File: src/sv/rcsf_pkg.sv
// shared types and constants for the riff chunk size fixer
package rcsf_pkg;

  localparam int unsigned PosW = 32;

  localparam logic [31:0] TagRiff = 32'h52494646;
  localparam logic [31:0] TagWave = 32'h57415645;

  localparam int unsigned QueueDepth = 4;
  localparam int unsigned QueuePtrW  = $clog2(QueueDepth);
  localparam int unsigned QueueCntW  = $clog2(QueueDepth + 1);

  typedef enum logic [1:0] {
    PhTag,
    PhLen,
    PhSkip,
    PhPass
  } phase_e;

  // one queued job: a single byte, or a whole length field of four bytes
  typedef struct packed {
    logic [31:0] data;
    logic        quad;
    logic        rew;
    logic        err;
    logic        fix;
    logic        last;
  } job_t;

endpackage

File: src/sv/riff_chunk_size_fixer_unit.sv
// top level of the riff chunk size fixer
//
//  channel   dir  handshake                       payload
//  cfg       in   cfg_valid_i / cfg_ready_o       cfg_data_i = total_length
//  s_axis    in   s_axis_tvalid / s_axis_tready   tdata = data_byte
//  m_axis    out  m_axis_tvalid / m_axis_tready   tdata = out_byte, tuser = flags, tlast
//
// one input item per cycle while s_axis_tready is high and one result item per
// cycle while m_axis_tready is high; a length field takes four input items and
// yields four result items after its fourth byte. a four-job queue lets the input
// side run on while the output side is stalled, tready drops when it fills.
// reset or a configuration write returns the parser to the start of a file.
module riff_chunk_size_fixer_unit import rcsf_pkg::*; (
  input  logic        clk_i,
  input  logic        rst_ni,
  input  logic        cfg_valid_i,
  output logic        cfg_ready_o,
  input  logic [31:0] cfg_data_i,     // total_length
  input  logic        s_axis_tvalid,
  output logic        s_axis_tready,
  input  logic [7:0]  s_axis_tdata,   // [7:0] data_byte
  output logic        m_axis_tvalid,
  input  logic        m_axis_tready,
  output logic [7:0]  m_axis_tdata,   // [7:0] out_byte
  output logic [2:0]  m_axis_tuser,   // [0] byte_rewritten, [1] header_truncated, [2] any_fixed
  output logic        m_axis_tlast
);

  logic push;
  job_t push_job;
  logic q_full;
  logic q_valid;
  logic pop;
  job_t q_job;

  assign cfg_ready_o = 1'b1;

  rcsf_front u_front (
    .clk_i       (clk_i),
    .rst_ni      (rst_ni),
    .cfg_valid_i (cfg_valid_i),
    .cfg_data_i  (cfg_data_i),
    .in_valid_i  (s_axis_tvalid),
    .in_ready_o  (s_axis_tready),
    .in_data_i   (s_axis_tdata),
    .q_full_i    (q_full),
    .push_o      (push),
    .job_o       (push_job)
  );

  rcsf_queue u_queue (
    .clk_i   (clk_i),
    .rst_ni  (rst_ni),
    .push_i  (push),
    .job_i   (push_job),
    .full_o  (q_full),
    .valid_o (q_valid),
    .pop_i   (pop),
    .job_o   (q_job)
  );

  rcsf_back u_back (
    .clk_i       (clk_i),
    .rst_ni      (rst_ni),
    .q_valid_i   (q_valid),
    .q_job_i     (q_job),
    .pop_o       (pop),
    .out_valid_o (m_axis_tvalid),
    .out_ready_i (m_axis_tready),
    .out_data_o  (m_axis_tdata),
    .out_user_o  (m_axis_tuser),
    .out_last_o  (m_axis_tlast)
  );

endmodule

File: src/sv/rcsf_front.sv
// front part: takes file bytes, tracks tags and lengths, emits jobs
module rcsf_front import rcsf_pkg::*; (
  input  logic        clk_i,
  input  logic        rst_ni,
  input  logic        cfg_valid_i,
  input  logic [31:0] cfg_data_i,
  input  logic        in_valid_i,
  output logic        in_ready_o,
  input  logic [7:0]  in_data_i,
  input  logic        q_full_i,
  output logic        push_o,
  output job_t        job_o
);

  logic [PosW-1:0] rem_q, rem_d;
  logic [PosW-1:0] rem_m1_q, rem_m1_d;
  logic [PosW-1:0] skip_q, skip_d;
  phase_e          phase_q, phase_d;
  logic [1:0]      fidx_q, fidx_d;
  logic [31:0]     tag_q, tag_d;
  logic [31:0]     hold_q, hold_d;
  logic            fix_q, fix_d;
  logic            err_q, err_d;

  logic        accept;
  logic        past_end;
  logic        trunc;
  phase_e      eff_phase;
  logic [31:0] len_new;
  logic [31:0] rem_after;
  logic [31:0] len_out;
  logic [31:0] tag_new;
  logic        is_riff;
  logic        rewr;
  logic        quad;

  assign accept     = in_valid_i && !q_full_i;
  assign in_ready_o = !q_full_i;

  assign past_end  = (rem_q == '0);
  assign trunc     = ((phase_q == PhTag) || (phase_q == PhLen)) && (fidx_q == 2'd0) &&
                     (rem_q < PosW'(4));
  assign eff_phase = trunc ? PhPass : phase_q;
  assign len_new   = {in_data_i, hold_q[31:8]};
  assign tag_new   = {tag_q[23:0], in_data_i};
  assign rem_after = 32'(rem_m1_q);
  assign is_riff   = (tag_q == TagRiff);
  assign rewr      = is_riff ? (len_new != rem_after) : (len_new > rem_after);
  assign len_out   = rewr ? rem_after : len_new;
  assign quad      = !past_end && (eff_phase == PhLen) && (fidx_q == 2'd3);

  // next state
  always_comb begin
    rem_d    = rem_q;
    rem_m1_d = rem_m1_q;
    skip_d   = skip_q;
    phase_d  = phase_q;
    fidx_d   = fidx_q;
    tag_d    = tag_q;
    hold_d   = hold_q;
    fix_d    = fix_q;
    err_d    = err_q;
    if (accept && !past_end) begin
      rem_d    = rem_q - PosW'(1);
      rem_m1_d = rem_m1_q - PosW'(1);
      if (trunc) begin
        err_d   = 1'b1;
        phase_d = PhPass;
      end
      case (eff_phase)
        PhTag: begin
          tag_d  = tag_new;
          fidx_d = fidx_q + 2'd1;
          if (fidx_q == 2'd3) begin
            phase_d = (tag_new == TagWave) ? PhTag : PhLen;
          end
        end
        PhLen: begin
          hold_d = len_new;
          fidx_d = fidx_q + 2'd1;
          if (fidx_q == 2'd3) begin
            if (rewr) begin
              fix_d = 1'b1;
            end
            if (is_riff) begin
              phase_d = PhTag;
            end else begin
              skip_d  = len_out[PosW-1:0];
              phase_d = (len_out != '0) ? PhSkip : PhTag;
            end
          end
        end
        PhSkip: begin
          skip_d = skip_q - PosW'(1);
          if (skip_q == PosW'(1)) begin
            phase_d = PhTag;
          end
        end
        default: begin
        end
      endcase
    end
  end

  // job toward the queue; nothing on the first three bytes of a length field
  always_comb begin
    push_o        = accept && (past_end || (eff_phase != PhLen) || (fidx_q == 2'd3));
    job_o.quad    = quad;
    job_o.data    = quad ? len_out : {24'd0, in_data_i};
    job_o.rew     = quad && rewr;
    job_o.err     = err_d;
    job_o.fix     = fix_d;
    job_o.last    = !past_end && (rem_m1_q == '0);
  end

  always_ff @(posedge clk_i or negedge rst_ni) begin
    if (!rst_ni) begin
      rem_q    <= '0;
      rem_m1_q <= '1;
      skip_q   <= '0;
      phase_q  <= PhTag;
      fidx_q   <= 2'd0;
      tag_q    <= '0;
      hold_q   <= '0;
      fix_q    <= 1'b0;
      err_q    <= 1'b0;
    end else if (cfg_valid_i) begin
      // new file: everything back to its start
      rem_q    <= cfg_data_i[PosW-1:0];
      rem_m1_q <= cfg_data_i[PosW-1:0] - PosW'(1);
      skip_q   <= '0;
      phase_q  <= PhTag;
      fidx_q   <= 2'd0;
      tag_q    <= '0;
      hold_q   <= '0;
      fix_q    <= 1'b0;
      err_q    <= 1'b0;
    end else begin
      rem_q    <= rem_d;
      rem_m1_q <= rem_m1_d;
      skip_q   <= skip_d;
      phase_q  <= phase_d;
      fidx_q   <= fidx_d;
      tag_q    <= tag_d;
      hold_q   <= hold_d;
      fix_q    <= fix_d;
      err_q    <= err_d;
    end
  end

endmodule

File: src/sv/rcsf_queue.sv
// short job queue between the front and back parts
module rcsf_queue import rcsf_pkg::*; (
  input  logic clk_i,
  input  logic rst_ni,
  input  logic push_i,
  input  job_t job_i,
  output logic full_o,
  output logic valid_o,
  input  logic pop_i,
  output job_t job_o
);

  job_t                 mem_q [QueueDepth];
  logic [QueuePtrW-1:0] wr_ptr_q, rd_ptr_q;
  logic [QueueCntW-1:0] cnt_q;

  assign full_o  = (cnt_q == QueueCntW'(QueueDepth));
  assign valid_o = (cnt_q != '0);
  assign job_o   = mem_q[rd_ptr_q];

  always_ff @(posedge clk_i) begin
    if (push_i) begin
      mem_q[wr_ptr_q] <= job_i;
    end
  end

  always_ff @(posedge clk_i or negedge rst_ni) begin
    if (!rst_ni) begin
      wr_ptr_q <= '0;
      rd_ptr_q <= '0;
      cnt_q    <= '0;
    end else begin
      if (push_i) begin
        wr_ptr_q <= wr_ptr_q + QueuePtrW'(1);
      end
      if (pop_i) begin
        rd_ptr_q <= rd_ptr_q + QueuePtrW'(1);
      end
      if (push_i && !pop_i) begin
        cnt_q <= cnt_q + QueueCntW'(1);
      end else if (pop_i && !push_i) begin
        cnt_q <= cnt_q - QueueCntW'(1);
      end
    end
  end

endmodule

File: src/sv/rcsf_back.sv
// back part: plays jobs out as result items, four beats for a length field
module rcsf_back import rcsf_pkg::*; (
  input  logic       clk_i,
  input  logic       rst_ni,
  input  logic       q_valid_i,
  input  job_t       q_job_i,
  output logic       pop_o,
  output logic       out_valid_o,
  input  logic       out_ready_i,
  output logic [7:0] out_data_o,
  output logic [2:0] out_user_o,
  output logic       out_last_o
);

  logic       valid_q;
  job_t       job_q;
  logic [1:0] beat_q;
  logic       last_beat;
  logic       done;

  assign last_beat = !job_q.quad || (beat_q == 2'd3);
  assign done      = !valid_q || (out_ready_i && last_beat);
  assign pop_o     = done && q_valid_i;

  always_comb begin
    case (beat_q)
      2'd0:    out_data_o = job_q.data[7:0];
      2'd1:    out_data_o = job_q.data[15:8];
      2'd2:    out_data_o = job_q.data[23:16];
      2'd3:    out_data_o = job_q.data[31:24];
      default: out_data_o = job_q.data[7:0];
    endcase
  end

  assign out_valid_o = valid_q;
  assign out_user_o  = {job_q.fix, job_q.err, job_q.rew};
  assign out_last_o  = job_q.last && last_beat;

  always_ff @(posedge clk_i) begin
    if (pop_o) begin
      job_q <= q_job_i;
    end
  end

  always_ff @(posedge clk_i or negedge rst_ni) begin
    if (!rst_ni) begin
      valid_q <= 1'b0;
      beat_q  <= 2'd0;
    end else if (pop_o) begin
      valid_q <= 1'b1;
      beat_q  <= 2'd0;
    end else if (done) begin
      valid_q <= 1'b0;
    end else if (out_ready_i) begin
      beat_q <= beat_q + 2'd1;
    end
  end

endmodule

File: config.mk
export PLATFORM = sky130hd
export DESIGN_NAME = riff_chunk_size_fixer_unit
export DESIGN_NICKNAME = d
export VERILOG_FILES = /design/src/sv/rcsf_pkg.sv /design/src/sv/riff_chunk_size_fixer_unit.sv /design/src/sv/rcsf_front.sv /design/src/sv/rcsf_queue.sv /design/src/sv/rcsf_back.sv
export SDC_FILE = /design/constraint.sdc
export NUM_CORES = 1
export LEC_CHECK = 0
export BUFFER_PORTS_ARGS = -buffer_cell sky130_fd_sc_hd__buf_4
export CAP_MARGIN = 15
export CORE_ASPECT_RATIO = 0.9
export CORE_MARGIN = 2
export CORE_UTILIZATION = 60
export CTS_CLUSTER_DIAMETER = 150
export CTS_CLUSTER_SIZE = 12
export DETAILED_ROUTE_END_ITERATION = 7
export HOLD_SLACK_MARGIN = 0.15
export PLACE_DENSITY = 0.77
export REMOVE_ABC_BUFFERS = 1
export SLEW_MARGIN = 20
export SYNTH_ARGS = -nofsm -noshare
export SYNTH_HDL_FRONTEND = slang
export SYNTH_HIERARCHICAL = 1
export SYNTH_SLANG_ARGS = --single-unit
File: constraint.sdc
create_clock -name clk_i -period 11.7 [get_ports clk_i]
set_clock_uncertainty 0.15 [all_clocks]
set_input_delay 0.585 -clock clk_i [delete_from_list [all_inputs] [get_ports clk_i]]
set_output_delay 0.585 -clock clk_i [all_outputs]
set_load 0.005 [all_outputs]
* Word-level counts from Yosys, hierarchy flattened
Memories as Yosys holds them, arrays and structs flattened. A register that Yosys moved wholly into a read port is not among the register bits. Cells that the tools add are included.
Cells by class: add/sub/neg operators 10, multiply operators 0, divide/modulo/power cells 0, $lt $le $gt $ge 2, equal/unequal tests 16, shift-type cells 0, mux-type cells 49, bitwise operators 0, reductions and logical operators 47
Operators by type and width (count):
- $mux 32 | 16
- $sub 32x1->32 const B | 4
- $eq 32x31->1 const B | 2
- $logic_not 32->1 | 2
- $pmux 32 s2 | 1
- $eq 32x1->1 const B | 1
- $gt 32x32->1 | 1
- $lt 32x3->1 const B | 1
- $ne 32x32->1 | 1
- $pmux 8 s4 | 1
- $reduce_bool 32->1 | 1
- $mux 2 | 14
- $logic_and 1x1->1 | 14
- $mux 1 | 14
- $reduce_bool 2->1 | 7
- $add 2x1->2 const B | 4
- $eq 2x2->1 const B | 4
- $logic_not 2->1 | 4
- $reduce_and 2->1 | 4
- $eq 2x1->1 const B | 3
- $logic_not 1->1 | 6
- $mux 3 | 2
- $ne 3x3->1 const B | 2
- $pmux 2 s3 | 1
- other kinds (9) | 14
Storage, ports and cells: register bits 176, latch bits 0, memory bits (writable) 148, ROM bits 0, bits of input ports 45, output and inout bits 15, word-level logic and storage cells 139, memories 1
Memory list:
- u_queue.mem_q | depth 4, bits a word 37, rd ports 1, clocked after Yosys merged registers in 1, wr ports 1, line rcsf_queue.sv:13 | job_t mem_q [QueueDepth];

* Depth between registers and ports, before layout
Gate-level depths: netlist of the first run.
word-level depth 13, mapped depth 15, depth with buffers taken out 11

* Hierarchy
Netlist of the first run, hierarchy kept.
By module, submodules not included:
- rcsf_front | times used 1, cells each 1180, area an instance 10496.3 um2, sequential area each 3993.8 um2
- rcsf_queue | times used 1, cells each 227, area an instance 5725.5 um2, sequential area each 4619.4 um2
- rcsf_back | times used 1, cells each 91, area an instance 1589.0 um2, sequential area each 1186.1 um2
- riff_chunk_size_fixer_unit | times used 1, cells each 2, area an instance 11.3 um2, sequential area each 0.0 um2

* Least setup slack after synthesis of the first run
No wires, ideal clock.
kind in2reg, start point input cfg_valid_i, end point register u_front.rem_m1_q[28], in the netlist u_front/rem_after[28], library setup time 0.099 ns, data arrival time 3.706 ns, required time 11.451 ns, path slack 7.746 ns, stages 15, path buffers 6, cells stage by stage buf_2 > buf_2 > buf_2 > buf_1 > clkbuf_1 > clkbuf_1 > nand2_1 > a21boi_0 > ha_1 > o221ai_1 > nor3_1 > o2111ai_1 > nor4_1 > xnor2_1 > mux2i_1
On the way: cells in the longest elaborated chain, start to end 1, elaborated cells between the ends (all ways) 2, classes of those cells mux: 1; reduce/logical: 1
RTL lines:
- start: declaration | line riff_chunk_size_fixer_unit.sv:16 | input logic cfg_valid_i,
- $mux 32 / $reduce_bool 2->1 (equally long branches)
- end signal: assignment | line rcsf_front.sv:130 | rem_m1_q <= cfg_data_i[PosW-1:0] - PosW'(1);
- end signal: assignment | line rcsf_front.sv:140 | rem_m1_q <= rem_m1_d;
- end: declaration | line rcsf_front.sv:16 | logic [PosW-1:0] rem_m1_q, rem_m1_d;
Parallel ways exist; a longest one is shown, timed or not. A chain may end at the register's enable or synchronous reset.

==> results of run 1 <==
## report_power, final
| group | internal [mW] | switching [mW] | total (mW) |
|---|---|---|---|
| sequential | 1.56 | 0.114 | 1.68 |
| combinational | 0.349 | 0.464 | 0.813 |
| clock | 0.571 | 0.475 | 1.05 |
## path summary, 6_finish.rpt
kind | startpoint | end | cells after the start
min in group asynchronous | rst_ni | u_back/out_valid_o$_DFFE_PN0P_ | 2
worst max register to register | u_front/rem_after[22]$_DFFE_PN1P_ | u_queue/mem_q[0][26]$_DFFE_PP_ | 10
worst min register to register | u_queue/cnt_q[2]$_DFFE_PN0P_ | u_queue/cnt_q[2]$_DFFE_PN0P_ | 1
worst max-delay path | u_front/rem_after[22]$_DFFE_PN1P_ | u_queue/mem_q[0][26]$_DFFE_PP_ | 10
worst min-delay path | cfg_data_i[5] | u_front/rem_q[5]$_DFFE_PN0P_ | 3
max in group asynchronous | rst_ni | u_front/rem_q[7]$_DFFE_PN0P_ | 3
## flip-flops by register name, indices dropped and copies added (netlist names)
signal,flops
u_front/skip_q,32
u_front/hold_q,24
u_front/rem_q,32
u_back/out_valid_o,1
u_queue/wr_ptr_q,2
u_back/beat_q,2
u_queue/rd_ptr_q,2
u_front/rem_after,32
u_back/out_user_o,3
u_front/tag_q,32
u_front/phase_q,2
u_front/fix_q,1
u_queue/mem_q,148
u_front/err_q,1
u_queue/cnt_q,3
u_front/fidx_q,2
u_back/job_q,34
## worst max-delay path: cells and delay by family (launching register included)
family | cells | cell delay (ps)
AND/OR/NAND/NOR | 2 | 220
multiplexers | 1 | 500
flip-flops | 1 | 590
AO/OA/AOI/OAI | 4 | 1610
adder cells (fa/ha/maj) | 1 | 320
buffers and inverters | 2 | 590
## synth_stat cells (6+ instances only)
cell type  instances  area [um2]
nor3b_1           15         113
and3_1            11        68.8
nand4_1           25         156
a21oi_1           51         255
a222oi_1           8        80.1
buf_4             10        75.1
nor4_1            32         200
mux4_2            37         833
or4_1              6        45.0
buf_2             18        90.1
nand2b_1          10        62.6
xnor2_1           64         561
buf_1              8        30.0
a31oi_1           17         106
o21ai_0           66         330
o22ai_1           13        81.3
o221ai_1           8        70.1
edfxtp_1         185        5560
a22o_1            23         201
mux2i_1           89         891
nor3_1            51         255
nand2_1          101         379
or3_1             10        62.6
xor2_1            34         298
a221o_1           16         160
dfrtp_1          136        3400
nand3_1           21         105
ha_1              47         588
inv_1             67         251
dfstp_2           32         841
clkbuf_1          35         131
and2_1            11        68.8
nor2_1           135         507
## placed cells by master (no fill, tap or decap), drive strengths merged, types with 10 or more instances in the layout
cell type / netlist / layout
o21ai: 73 / 73
a22o: 23 / 23
xnor2: 64 / 64
mux2i: 89 / 89
nand2: 101 / 101
mux4: 37 / 37
a31oi: 17 / 17
nor3b: 15 / 15
edfxtp: 185 / 185
or3: 10 / 10
o22ai: 14 / 14
inv: 67 / 69
nand2b: 10 / 10
and3: 11 / 11
nand4: 25 / 25
a221o: 16 / 16
nor4: 34 / 34
dfrtp: 136 / 136
a21oi: 54 / 54
nor2: 136 / 136
ha: 47 / 47
xor2: 34 / 34
nor3: 52 / 52
dfstp: 32 / 32
nand3: 22 / 22
and2: 12 / 12
clkbuf: 38 / 60
buf: 40 / 72
## cells by family (layout without fill, tap and decap cells)
group,Yosys count,after routing,share of synthesized area
and+or+nand+nor,467,467,0.133
adders and majority gates,48,48,0.0341
buffers and inverters,145,207,0.0358
DFF,353,353,0.550
muxes,128,128,0.0980
AOI/OAI and AO/OA,260,260,0.101
xor gates and xnor gates,98,98,0.0482
other,1,1,0.000210
## final cells by class
class	count	area, um2	area share
Tap cell	396	495	0.0253
Sequential cell	353	9800	0.501
Clock inverter	4	63.8	0.00326
Inverter	67	251	0.0128
Timing Repair Buffer	76	588	0.0300
Clock buffer	60	970	0.0495
Multi-Input combinational cell	1002	7410	0.379
## metrics by stage
step | setup WS (ps) | std cells | cell area, um2 | util
after floorplan | 5450 | 1422 | 17400 | -
after global placement | 7280 | 1890 | 18500 | 0.636
after detailed placement | 7200 | 1890 | 18500 | 0.636
after CTS | 7550 | 1958 | 19600 | 0.673
after global routing | 7300 | 1958 | 19600 | 0.673
final | 7440 | 1958 | 19600 | 0.673
## layer usage
layer / share of wire / up-vias
met2: 0.45 / 671
met3: 0.091 / 130
met1: 0.42 / 6216
met5: 0 / -
li1: - / 5682
met4: 0.035 / 0
==> run summary, run 1 <==
- finished clean — run status
- 60 ps — Reg clk slew, reported paths
- 186 um — DIE WIDTH
- edfxtp_1 — top_reg_cell synth
- flip-flop — crit end category
- 0.364 — final critical-path share of the clock period
- 70500 um — first-pass GRT wire length
- 4 — CTS hold repair buffers
- 168 um — Die Ht
- flip-flop — startpoint type of the worst setup path
- 11.9 um2 — Mean Syn Cell Area
- 22.8 um — average detailed-routed wire length per instance
- 11790 ps — CP required
- clkbuf_16 — clock root buffer
- 2224 — FILL cells
- 0 — number of diodes
- 3.54 mW — total power
- 83 — distinct cell type count after synthesis
- 9.87% — layout overhead on the synthesized area
- 540 ps — later-pin clock latency in the skew report
- 0 — post-detailed-route DRC marker count
- 0.254 — Max-Slew Margin vs Limit
- 0.139 — ratio of cells with drive above 1 in the final layout
- false — setup repair after global routing missed its margin
- 7440 ps — setup slack of the most critical reg-to-reg path
- 7 — Initial DRT Pass Iterations
- 6.49 — ratio of routed vias to standard cells
- 0.0559 — grt met3 use
- 353 — Num Clock Sinks
- 0 — count of endpoints failing setup in the final report
- 0 — antenna violation net count after detailed routing
- 44700 um — total wire length after detailed routing
- 0 — Resized cells post-CTS
- 0.0991 mV — worst-case vdd ir drop
- 0.421 — grt met1 use
- 29600 um — detailed placement HPWL
- 0 — count of endpoints failing hold in the final timing report
- 0.550 — sequential area share after synthesis
- 0.476 — FFs w/ async S/R, synth
- 7.83 nW — leakage power total
- 160 ps — worst hold slack
- flip-flop to flip-flop — critical path type
- 0 — antenna violations before repair
- 4350 ps — signal arrival time at the worst endpoint
- 6 — number of synthesis warnings
- 353 — FF+latch count, synth
- 0.613 — effective utilization at floorplan
- 4260 ps — time the final worst path needs with I/O delays and setup
- 26 — highest fanout seen on the critical path
- 0.934 — final weighted congestion in routability-driven placement
- 12.7k — vias post-DR
- o21ai_4 — cell with the biggest individual delay on the critical path
- 185 — count of flip-flops with a built-in enable after synthesis
- 12.4k — via count of the first global-routing pass
- 0 — remaining global-route overflow
- 2 — number of levels the H-tree was split into
- met2 — layer with the highest usage after global routing
- 59 — FP Rows
- 58 — total of buffers placed on input and output ports
- 1110 ps — Worst-Margin Slew
- 1356 — initial detailed-routing violation count
- 0.0178 mm2 — combined area of all synthesized cells
- yes — CTS tree
- 1628 — Total Nets Final
- 0 — number of slew-limit violations in the final report
- 0 — MaxCap Viol Count
- 1500 — number of cells produced by synthesis
- input port to flip-flop — worst hold path type
- 3 — Max clock buf depth
- 0.294 — All-Layer GR Usage
- 630 ps — Largest stage delay, worst path
- 181 mW/mm2 — cell area power density
- 0.235 GHz — Max Fclk
- 0.453 — met2 usage
- 0 ps — setup tns final
- 60 — number of ports placed on the die boundary
- 0 — Post-CTS Setup Bufs
- 0.0291 mm2 — core region area
- 35 — number of CTS-inserted buffers
- inv_1, ha_1, a21oi_1, nand2_1, a221o_1, a2111o_1, o21ai_4, buf_4, mux2i_1, nor2_1 — cell chain of the critical path
- 100 — largest net degree at the start of global routing
- 0.0311 mm2 — overall die area
No activity file was read; power rests on OpenSTA's default activity.
==> inputs of run 2 (changes only) <==
--- a/config.mk
+++ b/config.mk
@@ -5,11 +5,12 @@
 export SDC_FILE = /design/constraint.sdc
 export NUM_CORES = 1
 export LEC_CHECK = 0
+export ABC_AREA = 1
 export BUFFER_PORTS_ARGS = -buffer_cell sky130_fd_sc_hd__buf_4
 export CAP_MARGIN = 15
 export CORE_ASPECT_RATIO = 0.9
 export CORE_MARGIN = 2
-export CORE_UTILIZATION = 60
+export CORE_UTILIZATION = 57
 export CTS_CLUSTER_DIAMETER = 150
 export CTS_CLUSTER_SIZE = 12
 export DETAILED_ROUTE_END_ITERATION = 7
==> constraint.sdc (replaced) <==
create_clock -name clk_i -period 3.8 [get_ports clk_i]
set_clock_uncertainty 0.15 [all_clocks]
set_input_delay 0.19 -clock clk_i [delete_from_list [all_inputs] [get_ports clk_i]]
set_output_delay 0.19 -clock clk_i [all_outputs]
set_load 0.005 [all_outputs]
==> run summary, run 2 <==
- flip-flop to flip-flop — critical path type
- flip-flop — crit end category
- 18.7 um — average detailed-routed wire length per instance, -18%
- 61 — distinct cell type count after synthesis, -27%
- 60 — number of ports placed on the die boundary, unchanged
- 0 — number of slew-limit violations in the final report, unchanged
- 79200 um — first-pass GRT wire length, +12%
- 0.0188 mm2 — combined area of all synthesized cells, +5.4%
- 0.925 — final critical-path share of the clock period, +0.561
- nand2_1 — most numerous cell in the Yosys netlist
- 339 ps — worst hold slack, +178 ps
- clkbuf_16 — clock root buffer
- 0.284 GHz — Max Fclk, +21%
- 4100 ps — CP required, -7690 ps
- 2621 — FILL cells, +18%
- 12.2% — layout overhead on the synthesized area
- edfxtp_1 30%, dfrtp_1 18%, nand2_1 9.8%, inv_1 5.5%, dfstp_2 4.5% — biggest area contributors in the synthesized netlist
- 195 um — DIE WIDTH, +5.2%
- 3520 ps — time the final worst path needs with I/O delays and setup, -746 ps
- 0.972 — final weighted congestion in routability-driven placement, +4.1%
- 353 — Num Clock Sinks, unchanged
- 353 — FF+latch count, synth, unchanged
- edfxtp_1 — Synth area leader
- 0 — count of endpoints failing hold in the final timing report, unchanged
- 148 — number of flip-flops under the largest register name, unchanged
- 590 ps — Largest stage delay, worst path, -40 ps
- 2075 — number of cells produced by synthesis, +38%
- 633 mW/mm2 — cell area power density, +250%
- 1040 ps — Worst-Margin Slew, -69.6 ps
- 3 — number of buffer and inverter instances along the worst setup path, +1
- 0 — post-detailed-route DRC marker count, unchanged
- 35 — number of CTS-inserted buffers, unchanged
- 32 — highest fanout seen on the critical path, +23%
- 118 — largest net degree at the start of global routing, +18%
- finished clean — run status
- 0.0327 mm2 — core region area, +12%
- 1554 — initial detailed-routing violation count, +15%
- 0.296 — portion of synthesized cell area occupied by the leading cell type, -0.0161
- 58 — total of buffers placed on input and output ports, unchanged
- 0 — antenna violations before repair, unchanged
- 489 x nand2_1, 274 x inv_1, 188 x nor2_1 — most used cells in the layout excluding fill and tap cells
- 0 — antenna violation net count after detailed routing, unchanged
- flip-flop to flip-flop — worst hold path type
- 0 — count of endpoints failing setup in the final report, unchanged
- 0 — Post-CTS Setup Bufs, unchanged
- 185 — count of flip-flops with a built-in enable after synthesis, unchanged
- 3 — Max clock buf depth, unchanged
- nor2_1 — cell with the biggest individual delay on the critical path
- 9.29 nW — leakage power total, +19%
- 60 ps — Reg clk slew, reported paths, about the same
- 550 ps — later-pin clock latency in the skew report, about the same
- false — setup repair after global routing missed its margin
- 9.06 um2 — Mean Syn Cell Area, -24%
- 0 — remaining global-route overflow, unchanged
- inv_1, ha_1, nand2_2, nor2_4, nand2_2, nor2_4, nand2_2, nor2_4, nor2_8, inv_4, nor2_1, o21ai_0, inv_2, o21ai_0, o21ai_0 — cell chain of the critical path
- 0 ps — setup tns final, unchanged
- flip-flop — startpoint type of the worst setup path
- 490 x nand2_1, 274 x inv_1, 189 x nor2_1 — cell types with the highest counts after synthesis
- 15.1k — vias post-DR, +19%
- 5.79 — ratio of routed vias to standard cells, -11%
- 2 — number of levels the H-tree was split into, unchanged
- simple AND/OR/NAND/NOR gates — kind of cell with the highest combined delay on the critical path
- 0.521 — sequential area share after synthesis, -0.0284
- 33300 um — detailed placement HPWL, +13%
- 63 — FP Rows, +6.8%
- edfxtp_1 — top_reg_cell synth
- 0.574 — effective utilization at floorplan, -0.0383
- u_queue/mem_q — Reg with most FFs
- 0.292 — All-Layer GR Usage, -0.00182
- 0.419 mV — worst-case vdd ir drop, +320%
- 6 — number of synthesis warnings, unchanged
- 14.9k — via count of the first global-routing pass, +20%
- 13.3 mW — total power, +280%
- yes — CTS tree
- 3820 ps — signal arrival time at the worst endpoint, -530 ps
- 0 — MaxCap Viol Count, unchanged
- 0.0344 mm2 — overall die area, +11%
- 2261 — Total Nets Final, +39%
- 176 um — Die Ht, +5.2%
- 48800 um — total wire length after detailed routing, +9.3%
- u_queue/mem_q: 148 flops, u_back/job_q: 34 flops — Largest regs
- 0.116 — ratio of cells with drive above 1 in the final layout, -0.0226
- nand2_1 — most common cell after layout, fill and taps aside
- 8 — Initial DRT Pass Iterations, +1
- 0.303 — Max-Slew Margin vs Limit, +0.0491
- 0.476 — FFs w/ async S/R, synth, unchanged
-- run 2: cell types whose count changed after synthesis, sizes merged, moves of 37 or more --
cell	delta
inv	+222
mux2i	-89
mux4	-37
nand2	+399
nand3	+52
nor2	+66
o211ai	+93
o21ai	+70
xnor2	-54
-- run 2: logic make-up (layout without fill, tap and decap cells) --
group           count (synthesis)  after routing  synth area share
compound gates                379            379             0.135
xor+xnor                       61             61            0.0284
fa+ha+maj                      48             48            0.0324
buf+inv                       385            502            0.0888
flops                         353            353             0.521
other cells                     1              2          0.000200
simple gates                  848            848             0.194
-- run 2: worst reg2reg max path, stage by stage, from the launching register on --
cell and delay [ps]:
dfrtp_1 350, inv_1 90, ha_1 250, nand2_2 160, nor2_4 70, nand2_2 90
nor2_4 50, nand2_2 110, nor2_4 70, nor2_8 200, inv_4 120, nor2_1 600
o21ai_0 250, inv_2 510, o21ai_0 220, o21ai_0 180
-- run 2: cell type report --
type,instances,area [um2],area share
clock buffers,58,962,0.0456
inverters,293,1110,0.0525
repair buffers,148,1310,0.0621
well taps,422,528,0.0250
flip-flops and latches,353,9800,0.465
multi-input cells,1337,7340,0.348
clock inverters,3,37.5,0.00178
diodes,1,2.50,0.000119
-- run 2: timing repair --
action	CTS	global route
hold buffers	56	0
resized for setup	0	3
hold endpoints to repair	261	0
setup endpoints to repair	0	1
-- run 2: power breakdown --
| part | switching, mW | internal [mW] |
|---|---|---|
| Sequential | 0.569 | 5.07 |
| Combinational | 2.98 | 1.51 |
| Clock | 1.47 | 1.74 |
-- run 2: worst paths after layout --
path,startpoint,endpoint,slack [ps],cells after the start
worst max-delay path,u_front/rem_q[0]$_DFFE_PN0P_,u_front/skip_q[9]$_DFFE_PN0P_,280,15
worst min-delay path,u_front/tag_q[28]$_DFFE_PN0P_,u_front/tag_q[28]$_DFFE_PN0P_,340,2
worst max register to register,u_front/rem_q[0]$_DFFE_PN0P_,u_front/skip_q[9]$_DFFE_PN0P_,280,15
worst min register to register,u_front/tag_q[28]$_DFFE_PN0P_,u_front/tag_q[28]$_DFFE_PN0P_,340,2
max in group asynchronous,rst_ni,u_front/skip_q[13]$_DFFE_PN0P_,2190,4
min in group asynchronous,rst_ni,u_front/rem_after[0]$_DFFE_PN1P_,610,3
-- run 2: per-stage QoR --
stage / std cells / utilization / setup slack, ps / cell area, um2
final: 2615 / 0.645 / 285 / 21100
after global routing: 2614 / 0.645 / 26.7 / 21100
after CTS: 2614 / 0.644 / 51.8 / 21100
after detailed placement: 2497 / 0.596 / 392 / 19500
after global placement: 2497 / 0.596 / 412 / 19500
after floorplan: 1983 / - / -3.22 / 18200
-- run 2: layer usage --
layer / up-vias / wire [um] / track usage
li1: 7121 / - / -
met1: 7297 / 20600 / 0.396
met2: 623 / 23100 / 0.485
met3: 98 / 3700 / 0.0441
met4: 0 / 1420 / 0.103
met5: - / 0 / 0.00142
